`config.mk`:
```
export PLATFORM = sky130hd
export DESIGN_NAME = frame_luma_statistics
export DESIGN_NICKNAME = d
export VERILOG_FILES = /design/src/rtl/fls_pkg.sv /design/src/rtl/frame_luma_statistics.sv
export SDC_FILE = /design/constraint.sdc
export NUM_CORES = 1
export LEC_CHECK = 0
export ABC_AREA = 1
export CAP_MARGIN = 20
export CORE_MARGIN = 4
export CORE_UTILIZATION = 29
export CTS_CLUSTER_SIZE = 10
export DETAILED_ROUTE_END_ITERATION = 12
export DONT_BUFFER_PORTS = 1
export PLACE_DENSITY = 0.48
export SETUP_SLACK_MARGIN = 0.1
export SLEW_MARGIN = 20
export SYNTH_ARGS = -nofsm -noshare
export SYNTH_HDL_FRONTEND = slang
export SYNTH_SLANG_ARGS = --single-unit
```
`constraint.sdc`:
```
create_clock -name clk -period 6.1 [get_ports clk]
set_input_delay 1.22 -clock clk [delete_from_list [all_inputs] [get_ports clk]]
set_output_delay 1.22 -clock clk [all_outputs]
set_load 0.01 [all_outputs]
```
`src/rtl/fls_pkg.sv`:
```
`default_nettype none
package fls_pkg;

	localparam int LUMA_BITS  = 24;
	localparam int COUNT_BITS = 24;
	localparam int SUM_BITS   = LUMA_BITS + COUNT_BITS;
	localparam int CHAN_BITS  = 8;
	localparam int WGT_BITS   = 16;

	localparam logic [LUMA_BITS-1:0]  LUMA_FULL = LUMA_BITS'(16711680);
	localparam logic [COUNT_BITS-1:0] COUNT_MAX = {COUNT_BITS{1'b1}};

	// rec.709 weights, summing to 65536
	localparam logic [WGT_BITS-1:0] W_RED   = WGT_BITS'(13933);
	localparam logic [WGT_BITS-1:0] W_GREEN = WGT_BITS'(46871);
	localparam logic [WGT_BITS-1:0] W_BLUE  = WGT_BITS'(4732);

	localparam int MUL_STEPS = 3;
	localparam int DIV_STEPS = LUMA_BITS;
	localparam int STEP_BITS = $clog2(DIV_STEPS);

	localparam int CFG_INDEX_BITS = 2;
	localparam logic [CFG_INDEX_BITS-1:0] CFG_MIN_MEAN  = CFG_INDEX_BITS'(0);
	localparam logic [CFG_INDEX_BITS-1:0] CFG_MIN_RANGE = CFG_INDEX_BITS'(1);

	localparam logic [1:0] MUL_SEL_RED   = 2'd0;
	localparam logic [1:0] MUL_SEL_GREEN = 2'd1;
	localparam logic [1:0] MUL_SEL_BLUE  = 2'd2;

	typedef enum logic [4:0] {
		ST_IDLE = 5'b00001,
		ST_MUL  = 5'b00010,
		ST_UPD  = 5'b00100,
		ST_DIV  = 5'b01000,
		ST_FIN  = 5'b10000
	} fls_state_t;

endpackage
`default_nettype wire

```
`src/rtl/frame_luma_statistics.sv`:
```
`default_nettype none
// channel   direction  handshake              payload
// cfg       in         cfg_valid / cfg_ready  cfg_index, cfg_data (24 bit threshold)
// in        in         in_valid / in_ready    red, green, blue, last_pixel
// out       out        out_valid / out_ready  frame_mean, frame_min, frame_max, frame_spread,
//                                             pass, count_overflow
//
// a pixel goes through the transfer, 3 passes through the shared 8x16 multiplier
// and one update of sum, count, min and max
// the last pixel of a frame then runs the one-bit-per-step divider and loads the result
// register in ST_FIN, which waits while an earlier result is still unread
// cfg_ready is always high; thresholds reset to 0, frame state to its empty values
// the result register lets the next frame start while a result waits to be taken
module frame_luma_statistics
	import fls_pkg::*;
(
	input  wire logic                      clk,
	input  wire logic                      arst_n,

	input  wire logic                      cfg_valid,
	output logic                           cfg_ready,
	input  wire logic [CFG_INDEX_BITS-1:0] cfg_index,
	input  wire logic [LUMA_BITS-1:0]      cfg_data,

	input  wire logic                      in_valid,
	output logic                           in_ready,
	input  wire logic [CHAN_BITS-1:0]      red,
	input  wire logic [CHAN_BITS-1:0]      green,
	input  wire logic [CHAN_BITS-1:0]      blue,
	input  wire logic                      last_pixel,

	output logic                           out_valid,
	input  wire logic                      out_ready,
	output logic [LUMA_BITS-1:0]           frame_mean,
	output logic [LUMA_BITS-1:0]           frame_min,
	output logic [LUMA_BITS-1:0]           frame_max,
	output logic [LUMA_BITS-1:0]           frame_spread,
	output logic                           pass,
	output logic                           count_overflow
);

	fls_state_t state_q;
	logic [STEP_BITS-1:0] step_q;
	logic out_valid_q;

	logic [LUMA_BITS-1:0] thr_mean_q;
	logic [LUMA_BITS-1:0] thr_range_q;

	logic [SUM_BITS-1:0]   sum_q;
	logic [COUNT_BITS-1:0] count_q;
	logic [LUMA_BITS-1:0]  min_q;
	logic [LUMA_BITS-1:0]  max_q;
	logic                  ovf_q;

	logic [CHAN_BITS-1:0] red_q;
	logic [CHAN_BITS-1:0] green_q;
	logic [CHAN_BITS-1:0] blue_q;
	logic                 last_q;
	logic [LUMA_BITS-1:0] luma_q;
	logic [LUMA_BITS-1:0] range_q;

	logic [LUMA_BITS-1:0] mean_q;
	logic [LUMA_BITS-1:0] omin_q;
	logic [LUMA_BITS-1:0] omax_q;
	logic [LUMA_BITS-1:0] orange_q;
	logic                 pass_q;
	logic                 oovf_q;

	logic [CHAN_BITS-1:0]  mul_a;
	logic [WGT_BITS-1:0]   mul_b;
	logic [LUMA_BITS-1:0]  prod;
	logic [COUNT_BITS:0]   trial;
	logic [COUNT_BITS:0]   diff;
	logic                  trial_ge;
	logic [LUMA_BITS-1:0]  mean_val;
	logic                  fin_go;
	logic                  in_xfer;

	assign cfg_ready = 1'b1;
	assign in_ready  = (state_q == ST_IDLE);
	assign in_xfer   = in_valid && in_ready;
	assign out_valid = out_valid_q;
	assign fin_go    = (state_q == ST_FIN) && (!out_valid_q || out_ready);

	assign frame_mean     = mean_q;
	assign frame_min      = omin_q;
	assign frame_max      = omax_q;
	assign frame_spread   = orange_q;
	assign pass           = pass_q;
	assign count_overflow = oovf_q;

	// shared multiplier: one weighted channel per cycle
	always_comb begin
		unique case (step_q[1:0])
			MUL_SEL_RED: begin
				mul_a = red_q;
				mul_b = W_RED;
			end
			MUL_SEL_GREEN: begin
				mul_a = green_q;
				mul_b = W_GREEN;
			end
			MUL_SEL_BLUE: begin
				mul_a = blue_q;
				mul_b = W_BLUE;
			end
			default: begin
				mul_a = '0;
				mul_b = '0;
			end
		endcase
	end

	assign prod = {{(LUMA_BITS-CHAN_BITS){1'b0}}, mul_a} * {{(LUMA_BITS-WGT_BITS){1'b0}}, mul_b};

	// restoring division in place: upper part of sum_q is the remainder,
	// quotient bits shift in at the bottom
	assign trial    = sum_q[SUM_BITS-1:LUMA_BITS-1];
	assign diff     = trial - {1'b0, count_q};
	assign trial_ge = (trial >= {1'b0, count_q});
	assign mean_val = (count_q != '0) ? sum_q[LUMA_BITS-1:0] : '0;

	always_ff @(posedge clk or negedge arst_n) begin
		if (!arst_n) begin
			thr_mean_q  <= '0;
			thr_range_q <= '0;
		end else if (cfg_valid && cfg_ready) begin
			if (cfg_index == CFG_MIN_MEAN) begin
				thr_mean_q <= cfg_data;
			end else if (cfg_index == CFG_MIN_RANGE) begin
				thr_range_q <= cfg_data;
			end
		end
	end

	always_ff @(posedge clk or negedge arst_n) begin
		if (!arst_n) begin
			state_q     <= ST_IDLE;
			step_q      <= '0;
			out_valid_q <= 1'b0;
			sum_q       <= '0;
			count_q     <= '0;
			min_q       <= LUMA_FULL;
			max_q       <= '0;
			ovf_q       <= 1'b0;
		end else begin
			if (fin_go) begin
				out_valid_q <= 1'b1;
			end else if (out_ready) begin
				out_valid_q <= 1'b0;
			end
			unique case (state_q)
				ST_IDLE: begin
					if (in_xfer) begin
						state_q <= ST_MUL;
						step_q  <= '0;
					end
				end
				ST_MUL: begin
					if (step_q == STEP_BITS'(MUL_STEPS-1)) begin
						state_q <= ST_UPD;
					end
					step_q <= step_q + STEP_BITS'(1);
				end
				ST_UPD: begin
					if (count_q == COUNT_MAX) begin
						ovf_q <= 1'b1;
					end else begin
						count_q <= count_q + COUNT_BITS'(1);
						sum_q   <= sum_q + {{COUNT_BITS{1'b0}}, luma_q};
					end
					if (luma_q < min_q) begin
						min_q <= luma_q;
					end
					if (luma_q > max_q) begin
						max_q <= luma_q;
					end
					step_q  <= '0;
					state_q <= last_q ? ST_DIV : ST_IDLE;
				end
				ST_DIV: begin
					sum_q <= {(trial_ge ? diff[COUNT_BITS-1:0] : trial[COUNT_BITS-1:0]),
						sum_q[LUMA_BITS-2:0], trial_ge};
					if (step_q == STEP_BITS'(DIV_STEPS-1)) begin
						state_q <= ST_FIN;
					end
					step_q <= step_q + STEP_BITS'(1);
				end
				ST_FIN: begin
					if (fin_go) begin
						sum_q   <= '0;
						count_q <= '0;
						min_q   <= LUMA_FULL;
						max_q   <= '0;
						ovf_q   <= 1'b0;
						state_q <= ST_IDLE;
					end
				end
				default: begin
					state_q <= ST_IDLE;
				end
			endcase
		end
	end

	// payload registers
	always_ff @(posedge clk) begin
		if (in_xfer) begin
			red_q   <= red;
			green_q <= green;
			blue_q  <= blue;
			last_q  <= last_pixel;
			luma_q  <= '0;
		end else if (state_q == ST_MUL) begin
			luma_q <= luma_q + prod;
		end
		if (state_q == ST_DIV && step_q == '0) begin
			range_q <= (max_q >= min_q) ? max_q - min_q : '0;
		end
		if (fin_go) begin
			mean_q   <= mean_val;
			omin_q   <= min_q;
			omax_q   <= max_q;
			orange_q <= range_q;
			pass_q   <= (mean_val >= thr_mean_q) && (range_q >= thr_range_q);
			oovf_q   <= ovf_q;
		end
	end

	a_div_nonzero: assert property (@(posedge clk) disable iff (!arst_n)
		(state_q == ST_DIV) |-> (count_q != '0))
		else $error("division started on an empty frame");

	a_rem_bound: assert property (@(posedge clk) disable iff (!arst_n)
		(state_q == ST_DIV) |-> (sum_q[SUM_BITS-1:LUMA_BITS] < count_q))
		else $error("divider remainder not below the pixel count");

	a_ovf_sat: assert property (@(posedge clk) disable iff (!arst_n)
		ovf_q |-> (count_q == COUNT_MAX))
		else $error("overflow flagged before the counter saturated");

	a_range_ok: assert property (@(posedge clk) disable iff (!arst_n)
		$rose(out_valid_q) |-> (frame_spread == frame_max - frame_min))
		else $error("range does not match max minus min");

	a_mean_bounds: assert property (@(posedge clk) disable iff (!arst_n)
		$rose(out_valid_q) |-> (frame_mean >= frame_min && frame_mean <= frame_max))
		else $error("mean outside min and max");

endmodule
`default_nettype wire

```
Word level (Yosys, flattened, before mapping)

Cells that the tools add are included.

Output and inout bits: 101
Input port bits: 56
Word-level logic and storage cells: 107
Register bits after elaboration: 351

Add/subtract/negate cells: 6
Bitwise operators: 1
Multipliers: 1
Equal/unequal tests: 19
Mux-type cells: 28
$lt $le $gt $ge: 6
Reduce and logical (&&, ||, !) cells: 24

Operators with widths:

| operator                                       | number |
|---|---|
| two-way mux 24 bit                             | 7 |
| one-hot mux 24 bit (2 select lines)            | 3 |
| one-hot mux 48 bit (3 select lines)            | 1 |
| two-way mux 48 bit                             | 2 |
| greater-or-equal comparator 24 bit             | 3 |
| adder 48 x 24 -> 48 bit                        | 1 |
| one-hot mux 16 bit (3 select lines)            | 1 |
| subtractor 24 bit                              | 2 |
| greater-or-equal comparator 25 x 24 -> 1 bit   | 1 |
| two-way mux 5 bit                              | 5 |
| one-hot mux 5 bit (5 select lines)             | 1 |
| adder 24 x 1 -> 24 bit (second input constant) | 1 |
| adder 24 bit                                   | 1 |
| == test 24 bit (second input constant)         | 1 |
| > comparator 24 bit                            | 1 |
| < comparator 24 bit                            | 1 |
| multiplier 8 x 16 -> 24 bit                    | 1 |
| one-hot mux 8 bit (3 select lines)             | 1 |
| nonzero test 24 bit                            | 1 |
| AND reduction 3 bit                            | 6 |
| one-hot mux 5 bit (3 select lines)             | 1 |
| != test 2 bit (second input constant)          | 7 |
| == test 5 x 2 -> 1 bit (second input constant) | 2 |
| == test 5 bit (second input constant)          | 2 |
| other kinds (21)                               | 32 |

Logic depth before layout (Yosys ltp)

Gate-level depths: netlist (run 1).

Depth in word-level cells: 5
Depth in mapped cells: 29

Worst setup path after synthesis (run 1)

OpenSTA, ideal clock, no wires.

Kind: in2reg
From: in out_ready
To: reg oovf_q, in the netlist count_overflow, enable pin
Slack: -0.051 ns
Path buffers: 0
Setup time: 0.565 ns
Required time: 5.535 ns
Stages: 2
Data arrival time: 5.587 ns
Path through: nor2_1 -> nor2_1

Cells in the longest elaborated chain, start to end: 2

RTL lines:

| element              | RTL line                     | source |
|---|---|---|
| from (decl)          | frame_luma_statistics.sv:33  | `input wire logic out_ready,` |
| logical OR 1 bit     | frame_luma_statistics.sv:83  | `assign fin_go = (state_q == ST_FIN) && (!out_valid_q \|\| out_ready);` |
| logical AND 1 bit    | frame_luma_statistics.sv:83  |  |
| net fin_go           | frame_luma_statistics.sv:76  | `logic fin_go;` |
| to (signal assigned) | frame_luma_statistics.sv:226 | `oovf_q <= ovf_q;` |
| to (decl)            | frame_luma_statistics.sv:67  | `logic oovf_q;` |

The timed path passes the listed nets, and every way through them passes these cells.
A chain may end at the register's enable or synchronous reset.

Worst setup path in the final report (run 1)

From: reg step_q[1]
To: reg luma_q[19]

Cells in the longest elaborated chain, start to end: 4
Elaborated cells between the ends (all ways): 7

RTL lines:

| element                                                                                   | RTL line                     | source |
|---|---|---|
| from (decl)                                                                               | frame_luma_statistics.sv:43  | `logic [STEP_BITS-1:0] step_q;` |
| from (signal assigned)                                                                    | frame_luma_statistics.sv:163 | `step_q <= step_q + STEP_BITS'(1);` |
| from (signal assigned)                                                                    | frame_luma_statistics.sv:187 | `step_q <= step_q + STEP_BITS'(1);` |
| == test 2 bit, or another cell as far along                                               | frame_luma_statistics.sv:94  | `unique case (step_q[1:0])` |
| one-hot mux 8 bit (3 select lines) or one-hot mux 16 bit (3 select lines) (tied branches) | frame_luma_statistics.sv:94  |  |
| multiplier 8 x 16 -> 24 bit (*)                                                           | frame_luma_statistics.sv:114 | `assign prod = {{(LUMA_BITS-CHAN_BITS){1'b0}}, mul_a} * {{(LUMA_BITS-WGT_BITS){1'b0}}, mul_b};` |
| adder 24 bit (*)                                                                          | frame_luma_statistics.sv:215 | `luma_q <= luma_q + prod;` |
| to (signal assigned)                                                                      | frame_luma_statistics.sv:215 |  |
| to (decl)                                                                                 | frame_luma_statistics.sv:59  | `logic [LUMA_BITS-1:0] luma_q;` |

Mark *: on every way between the ends. The rest lies on a longest branch, timed or not.

==> metrics.cfg, run 1 <==
[sta]
fin_crit_sh = 0.9118
fin_crit_ps = 5562
tns_ps = 0
rsz0062_at_grt = false
fmax_ghz = 0.1798
fin_skew_ps = 54.05
max_slew_margin = 0.2778
whs_ps = 337.4
hold_viol_final = 0
slew_violations = 0
setup_violations = 0
worstMarginPinSlew_ps = 1082

[synth]
async_flop_share = 0.5128
synth_top_area_frac = 0.1650
yosys.area.top_type = edfxtp_1
synth.most_common_cell = nand2_1
ys_ff_latch = 351
synthesis.nets = 3951
yosysSeqAreaShare = 0.3518
synthTopCellsByCount = nand2_1 (1061), inv_1 (713), ha_1 (233)
syn_area_um2 = 26750
synth_edf_count = 147
yosys_warnings = 0
avgSynthCellArea_um2 = 7.480
synthDistinctLibCells = 56
synth_area_leaders = edfxtp_1 (17%), dfrtp_1 (16%), nand2_1 (15%), ha_1 (11%), inv_1 (10%)
ys.flop_type = dfrtp_1
synthCells = 3576

[worst_setup_path]
crit_required_ps = 6610
crit_type = flip-flop to flip-flop
rr_worst_depth = 23
crit_slowest_cell = fa_1
start_kind = flip-flop
crit_arrival_ps = 6070
r2r_start = step_q[1]
cpMostUsedCell = inv_1
critPathMaxFanout = 9
ff2ff_setup_slack_ps = 540
critical_path.cell_chain = inv_1 -> ha_1 -> inv_1 -> a21oi_2 -> nand2_1 -> inv_1 -> fa_1 -> fa_1 -> inv_1 -> fa_1 -> fa_1 -> inv_1 -> ha_1 -> a21oi_1 -> nand2_1 -> a21boi_1 -> o21ai_0 -> nand3_1 -> nand2_1 -> nand2_1 -> nand3_1 -> nand3_1 -> inv_1
critPathMaxStageDelay_ps = 540
crit_end = luma_q[19]
r2r_end = luma_q[19]
end_kind = flip-flop
setup.worst_path.start = step_q[1]

[clock_network]
root_buffer = clkbuf_16
cts_tree = built
clk_latency_ps = 620
cts_sinks = 351
holdBufCountCts = 0
clkSlewWorstSetupHoldPaths_ps = 60
ctsHtreeMaxLevel = 2
numCtsBuffers = 45
clock_path_buffers = 3

[die]
dieHeight_um = 311.7
initial_core_util = 0.2923
core_um2 = 91520
num_io_pins = 157
rows = 111
die-width_um = 311.7
die-area_um2 = 97160

[finish]
drive_gt1_frac = 0.04176
nNetsFinal = 3955
utilization = 0.3231
area_growth_pct = 10.55
num_antenna_cells = 0

[worst_hold_path]
hp-class = input port to async pin

[place]
io_buffers = 0
gp_congestion = 0.8902
dp_hpwl_um = 67420

[global_routing]
antenna_found_initial = 1
grt_start_max_net_pins = 181
grt_pass1_wl_um = 132400
gr-total-overflow = 0
grt_pass1_vias = 22029
grt_usage = 0.1743

[routing]
routed_via_density = 4.673
num_vias = 22440
drtPass1Iterations = 7
route.detailed.drc = 0
wl_um = 85600
drtIter0Drc = 1820
wl_per_cell_um = 17.83
final_antenna_net_count = 0

[status]
status = finished clean

[run]
maxCapViolations = 0

[placed cells by master, fill, tap and decap left out, types with 3 or more instances in the layout]
| master | instances |
|---|---|
| a21oi_1 | 168 |
| buf_4 | 29 |
| nor2_2 | 4 |
| fa_1 | 86 |
| clkbuf_1 | 22 |
| o21a_1 | 11 |
| ha_1 | 231 |
| a31oi_1 | 3 |
| nand3_2 | 3 |
| nand2_1 | 1061 |
| o21bai_1 | 15 |
| clkinv_2 | 5 |
| inv_2 | 6 |
| nor4_1 | 11 |
| a22oi_1 | 3 |
| nor2_4 | 4 |
| o211ai_1 | 5 |
| nand4_1 | 73 |
| edfxtp_1 | 147 |
| or2_2 | 15 |
| a211oi_1 | 5 |
| a21oi_2 | 6 |
| nor2_1 | 197 |
| nand3_1 | 218 |
| nand3b_1 | 10 |
| dfrtp_1 | 171 |
| clkbuf_16 | 46 |
| xor2_1 | 38 |
| o21ai_1 | 30 |
| nor3_1 | 38 |
| xnor2_1 | 17 |
| dfxtp_1 | 24 |
| and2_1 | 5 |
| o21ai_0 | 139 |
| dfstp_2 | 9 |
| inv_1 | 713 |
| o31ai_1 | 9 |
[stage by stage]
stage                     instance area (um^2)  instances  setup WS [ps]
after floorplan                          26750       3576          934.1
after CTS                                29540       4801          197.7
after detailed placement                 28120       4718          153.4
after global placement                   28120       4718          198.9
after global routing                     29570       4802          108.5
final                                    29570       4802          537.8
[per-layer routing]
| layer | part of all wire | global-route usage |
|---|---|---|
| met1 | 0.49 | 0.2492 |
| met2 | 0.44 | 0.2760 |
| met3 | 0.050 | 0.02986 |
| met4 | 0.020 | 0.03929 |
| met5 | 0 | 0 |
[state kept, by name, indices dropped and copies added, names as in the netlist]
signal	cells
min_q	24
range_q	24
max_q	24
red_q	8
blue_q	8
sum_q	48
out_valid	1
frame_mean	24
state_q	5
count_overflow	1
thr_range_q	24
count_q	24
last_q	1
frame_spread	24
step_q	5
luma_q	24
thr_mean_q	24
ovf_q	1
green_q	8
frame_min	24
pass	1
frame_max	24
[what timing repair did]
action / 4_1_cts / 5_1_grt
setup buffers: 0 / 0
setup endpoints to repair: 0 / 10
resized for setup: 0 / 6
[cell families (layout without fill, tap and decap cells)]
logic type / Yosys count / count (layout) / synth area share
AOI/OAI and AO/OA: 409 / 409 / 0.08387
and+or+nand+nor: 1647 / 1647 / 0.2582
xor gates and xnor gates: 55 / 55 / 0.01801
other: 1 / 1 / 0.0001402
buffers and inverters: 794 / 834 / 0.1146
adders and majority gates: 319 / 319 / 0.1733
DFF: 351 / 351 / 0.3518
[how the worst min path moves through the flow]
stage	from	endpoint	slack (ps)	cells after the start
after floorplan	ovf_q	count_overflow	430	0
after global placement	ovf_q	count_overflow	430	0
after detailed placement	ovf_q	count_overflow	440	0
after CTS	arst_n	min_q[4]	270	0
after global routing	arst_n	thr_range_q[10]	290	0
final	arst_n	thr_range_q[11]	340	0
[layout make-up]
| class | instances | area (um^2) |
|---|---|---|
| Inverter | 720 | 2705 |
| Clock inverter | 13 | 160.2 |
| Sequential cell | 351 | 9410 |
| Timing Repair Buffer | 31 | 252.7 |
| Fill cell | 9840 | 61950 |
| Clock buffer | 70 | 1261 |
| Tap cell | 1186 | 1484 |
| Multi-Input combinational cell | 2431 | 14300 |
[critical path: cells and delay by family (launching register included)]
family	cells	cell delay [ps]
AOI/OAI and AO/OA	4	1100
buffers and inverters	6	540
DFF	1	420
and+or+nand+nor	7	770
adders and majority gates	6	2640
Power of run 1 is not shown: default switching activity piles up to over one toggle a cycle in this logic, so the estimate is an artifact.
==> run 2: changes to the inputs <==
Settings changed: CELL_PAD_IN_SITES_DETAIL_PLACEMENT from default to 0, CELL_PAD_IN_SITES_GLOBAL_PLACEMENT from default to 1, PLACE_DENSITY 0.48 to 0.58, SETUP_SLACK_MARGIN 0.1 to default.
==> run 2 against run 1 <==
Net effect: final cell count is 0.15% higher; critical path type unchanged; first-iteration DRC count shrank 13%; design area is 0.27% higher.
==> metrics.cfg, run 2 (synthesized netlist as in run 1, its figures left out) <==
[run]
maxCapViolations = 0  ; unchanged

[worst_setup_path]
start_kind = flip-flop  ; unchanged
rr_worst_depth = 25  ; was 23
crit_arrival_ps = 6120  ; was 6070 ps
r2r_start = step_q[0]  ; was step_q[1]
crit_required_ps = 6580  ; was 6610 ps
ff2ff_setup_slack_ps = 460  ; was 540 ps
end_kind = flip-flop  ; unchanged
r2r_end = luma_q[18]  ; was luma_q[19]
critPathMaxFanout = 9  ; unchanged
crit_type = flip-flop to flip-flop  ; unchanged

[place]
dp_hpwl_um = 71420  ; was 67420 um
placed_area_um2 = 28140  ; was 28120 um^2
io_buffers = 0  ; unchanged
gp_congestion = 0.8731  ; was 0.8902
place_ws_ps = 61.30  ; was 153.4 ps

[clock_network]
clock_path_buffers = 3  ; unchanged
holdBufCountCts = 0  ; unchanged
clk_latency_ps = 620  ; about the same
postCtsSetupBuffers = 0  ; unchanged
ctsHtreeMaxLevel = 2  ; unchanged
cts_tree = built  ; unchanged
numCtsBuffers = 46  ; was 45
clkSlewWorstSetupHoldPaths_ps = 50  ; was 60 ps
cts_sinks = 351  ; unchanged
root_buffer = clkbuf_16  ; unchanged

[finish]
final_cell_mix = nand2_1 (1061), inv_1 (712), ha_1 (231), nand3_1 (218), nor2_1 (197)  ; was nand2_1 (1061), inv_1 (713), ha_1 (231), nand3_1 (218), nor2_1 (197)
nFillCells = 9927  ; was 9840
nNetsFinal = 3959  ; was 3955
area_growth_pct = 10.85  ; was 10.55%
multi_input_area_um2 = 14300  ; about the same
seq_area_um2 = 9410  ; unchanged
largest_register = sum_q  ; unchanged
largest_register_ffs = 48  ; unchanged
final_common_cell = nand2_1  ; unchanged
utilization = 0.3240  ; was 0.3231
drive_gt1_frac = 0.04473  ; was 0.04176
stdcell_area_um2 = 29650  ; was 29570 um^2

[sta]
slew_violations = 0  ; unchanged
worstMarginPinSlew_ps = 971.9  ; was 1082 ps
timing.final.ws_setup_ps = 458.7  ; was 537.8 ps
fin_crit_sh = 0.9248  ; was 0.9118
hold_viol_final = 0  ; unchanged
rsz0062_at_grt = false  ; unchanged
fin_crit_ps = 5641  ; was 5562 ps
tns_ps = 0  ; unchanged
max_slew_margin = 0.3513  ; was 0.2778
fin_skew_ps = 42.11  ; was 54.05 ps
setup_violations = 0  ; unchanged
fmax_ghz = 0.1773  ; was 0.1798 GHz

[routing]
route.detailed.drc = 0  ; unchanged
drtPass1Iterations = 8  ; was 7
wl_um = 90720  ; was 85600 um
num_vias = 22216  ; was 22440
routed_via_density = 4.620  ; was 4.673
drtIter0Drc = 1580  ; was 1820
wl_per_cell_um = 18.87  ; was 17.83 um
final_antenna_net_count = 0  ; unchanged

[die]
num_io_pins = 157  ; unchanged
dieHeight_um = 311.7  ; unchanged
rows = 111  ; unchanged
die-width_um = 311.7  ; unchanged
core_um2 = 91520  ; unchanged
initial_core_util = 0.2923  ; unchanged
die-area_um2 = 97160  ; unchanged

[status]
status = finished clean  ; unchanged

[global_routing]
antenna_found_initial = 1  ; unchanged
grt_pass1_vias = 22222  ; was 22029
grt_usage = 0.1850  ; was 0.1743
grt_start_max_net_pins = 181  ; unchanged
grt_pass1_wl_um = 138800  ; was 132400 um
gr-total-overflow = 0  ; unchanged

[worst_hold_path]
hp-class = input port to async pin  ; unchanged

[run 2: cell count changes in the layout (fill, tap and decap cells not counted), sizes merged]
| cell | before | now |
|---|---|---|
| clkinv | 9 | 10 |
| clkbuf | 70 | 71 |
| clkinvlp | 0 | 1 |
| buf | 31 | 34 |
| diode | 0 | 1 |
[run 2: final cells by class]
| type | count | area share |
|---|---|---|
| Clock inverter | 15 | 0.005696 |
| Sequential cell | 351 | 0.3174 |
| Tap cell | 1186 | 0.05004 |
| Clock buffer | 71 | 0.04401 |
| Multi-Input combinational cell | 2431 | 0.4823 |
| Antenna cell | 1 | 0.00008439 |
| Inverter | 720 | 0.09123 |
| Timing Repair Buffer | 34 | 0.009283 |
[run 2: timing repair]
item | CTS | global route
endpoints found under the hold margin | 0 | 0
resized for setup | 0 | 8
endpoints found under the setup margin | 0 | 11
[run 2: per-stage QoR]
stage	cells	hold WS, ps
3_5_place_dp	4721	445.6
6_report	4809	339.2
4_1_cts	4807	272.1
3_3_place_gp	4721	437.0
2_1_floorplan	3576	425.6
5_1_grt	4808	301.2
[run 2: per-layer routing]
layer / wire length, um / up-vias / global-route usage / part of all wire
met5: 0 / - / 0 / 0
met4: 1581 / 0 / 0.03697 / 0.017
met3: 4704 / 85 / 0.03398 / 0.052
met2: 39900 / 448 / 0.2903 / 0.44
met1: 44540 / 10319 / 0.2672 / 0.49
li1: - / 11364 / - / -
[run 2: how the worst max path moves through the flow]
stage                         start    endpoint  slack [ps]
after CTS                 step_q[0]  luma_q[19]          40
after global routing      step_q[0]  luma_q[20]          70
after global placement    step_q[0]  luma_q[19]         180
after detailed placement  step_q[0]  luma_q[19]          60
after floorplan           step_q[0]  luma_q[19]         930
final                     step_q[0]  luma_q[18]         460
[run 2: critical path, cell delays in order, from the launching register on]
cell and delay (ps):
dfrtp_1 430, inv_1 100, ha_1 310, nand2_1 100
nand3_1 160, nand2_1 250, nor2_1 200, fa_1 590
inv_1 60, fa_1 570, inv_1 70, fa_1 540
inv_1 60, fa_1 530, inv_1 40, ha_1 350
a21oi_1 210, o21ai_1 130, a21oi_1 280, inv_1 110
nand4_1 90, nand2_1 70, nand2_1 60, nand2_1 50
o21bai_1 130, inv_1 40
Power of run 2 is left out for the same reason.
==> run 3: changes to the inputs <==
Settings changed: REMOVE_ABC_BUFFERS from default to 1.
==> run 3 against run 2 <==
Net effect: wire length is essentially flat; flip-flop and latch count unchanged; global-route usage is essentially flat; first-iteration DRC count is 1.8% lower; via count up 1.3%; design area grew 0.16%; clock-buffer cell count grew 3; largest cell class unchanged; highest routed layer unchanged.
==> metrics.cfg, run 3 (synthesized netlist as in run 1, its figures left out) <==
[clock_network]
cts_tree = built  ; unchanged
holdBufCountCts = 0  ; unchanged
clkSlewWorstSetupHoldPaths_ps = 50  ; about the same
ctsHtreeMaxLevel = 2  ; unchanged
root_buffer = clkbuf_16  ; unchanged
cts_sinks = 351  ; unchanged
numCtsBuffers = 47  ; was 46
clock_path_buffers = 3  ; unchanged
clk_latency_ps = 610  ; was 620 ps

[finish]
nFillCells = 9860  ; was 9927
nNetsFinal = 3963  ; was 3959
drive_gt1_frac = 0.04522  ; was 0.04473
largest_register = sum_q  ; unchanged
final_common_cell = nand2_1  ; unchanged
largest_register_ffs = 48  ; unchanged
area_growth_pct = 11.02  ; was 10.85%
final_cell_mix = nand2_1 (1061), inv_1 (712), ha_1 (232), nand3_1 (218), nor2_1 (197)  ; was nand2_1 (1061), inv_1 (712), ha_1 (231), nand3_1 (218), nor2_1 (197)

[global_routing]
grt_start_max_net_pins = 181  ; unchanged
gr-total-overflow = 0  ; unchanged
antenna_found_initial = 3  ; was 1
grt_pass1_wl_um = 138800  ; about the same
grt_usage = 0.1849  ; was 0.1850
grt_pass1_vias = 22146  ; was 22222

[sta]
setup_violations = 0  ; unchanged
fin_crit_ps = 5699  ; was 5641 ps
worstMarginPinSlew_ps = 1028  ; was 971.9 ps
fmax_ghz = 0.1755  ; was 0.1773 GHz
fin_crit_sh = 0.9342  ; was 0.9248
slew_violations = 0  ; unchanged
hold_viol_final = 0  ; unchanged
rsz0062_at_grt = false  ; unchanged
fin_skew_ps = 37.58  ; was 42.11 ps
whs_ps = 355.0  ; was 339.2 ps
max_slew_margin = 0.3127  ; was 0.3513

[worst_setup_path]
crit_required_ps = 6610  ; was 6580 ps
crit_arrival_ps = 6210  ; was 6120 ps
crit_slowest_cell = fa_1  ; unchanged
start_kind = flip-flop  ; unchanged
crit_type = flip-flop to flip-flop  ; unchanged
ff2ff_setup_slack_ps = 400  ; was 460 ps
critPathMaxStageDelay_ps = 550  ; was 590 ps
r2r_end = luma_q[19]  ; was luma_q[18]
rr_worst_depth = 24  ; was 25
cpMostUsedCell = inv_1  ; unchanged
critPathMaxFanout = 9  ; unchanged
critical_path.cell_chain = inv_1 -> ha_1 -> inv_1 -> a21oi_1 -> buf_4 -> nand2_1 -> inv_1 -> fa_1 -> fa_1 -> inv_1 -> fa_1 -> fa_1 -> inv_1 -> ha_1 -> a21oi_1 -> nand2_1 -> a21boi_0 -> o21ai_0 -> nand3_1 -> nand2_1 -> nand2_1 -> nand3_1 -> nand3_1 -> inv_1
r2r_start = step_q[0]  ; unchanged
end_kind = flip-flop  ; unchanged

[die]
dieHeight_um = 311.7  ; unchanged
die-width_um = 311.7  ; unchanged
num_io_pins = 157  ; unchanged
initial_core_util = 0.2923  ; unchanged
rows = 111  ; unchanged
core_um2 = 91520  ; unchanged
die-area_um2 = 97160  ; unchanged

[place]
io_buffers = 0  ; unchanged
dp_hpwl_um = 71890  ; was 71420 um
gp_congestion = 0.8859  ; was 0.8731

[routing]
wl_um = 90770  ; was 90720 um
route.detailed.drc = 0  ; unchanged
num_vias = 22500  ; was 22216
drtPass1Iterations = 6  ; was 8
final_antenna_net_count = 0  ; unchanged
drtIter0Drc = 1552  ; was 1580
routed_via_density = 4.674  ; was 4.620
wl_per_cell_um = 18.86  ; was 18.87 um

[status]
status = finished clean  ; unchanged

[worst_hold_path]
hp-class = input port to async pin  ; unchanged

[run]
maxCapViolations = 0  ; unchanged

[run 3: layout make-up]
| class | count | area [um^2] | area share |
|---|---|---|---|
| repair buffers | 37 | 285.3 | 0.009606 |
| multi-input cells | 2431 | 14290 | 0.4812 |
| clock buffers | 74 | 1349 | 0.04542 |
| inverters | 720 | 2705 | 0.09109 |
| flip-flops and latches | 351 | 9410 | 0.3169 |
| diodes | 1 | 2.502 | 0.00008426 |
| well taps | 1186 | 1484 | 0.04997 |
| clock inverters | 14 | 171.4 | 0.005772 |
[run 3: how the worst max path moves through the flow]
stage                endpoint  startpoint  slack [ps]  cells past startpoint
2_1_floorplan  count_overflow   out_ready         -50                      2
3_3_place_gp       luma_q[19]   step_q[1]         400                     24
3_5_place_dp       luma_q[19]   step_q[1]         340                     24
4_1_cts            luma_q[15]   step_q[1]         310                     20
5_1_grt            luma_q[19]   step_q[0]          30                     24
6_report           luma_q[19]   step_q[0]         400                     24
[run 3: per-layer routing]
layer | routed length (um) | global-route usage | vias to the layer above
li1 | - | - | 11378
met1 | 45640 | 0.2752 | 10556
met2 | 39250 | 0.2849 | 485
met3 | 4189 | 0.02740 | 81
met4 | 1698 | 0.03771 | 0
met5 | 0 | 0 | -
[run 3: critical path, delay by kind of cell (launching register included)]
| family | cells | cell delay [ps] |
|---|---|---|
| AND/OR/NAND/NOR | 7 | 750 |
| buffers and inverters | 7 | 680 |
| AO/OA/AOI/OAI | 4 | 1070 |
| flip-flops | 1 | 430 |
| adder cells (fa/ha/maj) | 6 | 2700 |
[run 3: through the flow]
stage	TNS, ps	setup WS [ps]	instances	area (um^2)	utilization
floorplan	-4881	-49.81	3502	26390	-
global placement	0	400.5	4724	28150	0.3076
detailed placement	0	340.2	4724	28150	0.3076
CTS	0	305.2	4812	29670	0.3242
global route	0	33.67	4813	29700	0.3245
finish	0	401.5	4814	29700	0.3245
[run 3: timing repair]
action	4_1_cts	5_1_grt
gates resized for setup	0	2
buffers inserted	0	0
endpoints found under the setup margin	0	4
Power of run 3 is left out for the same reason.
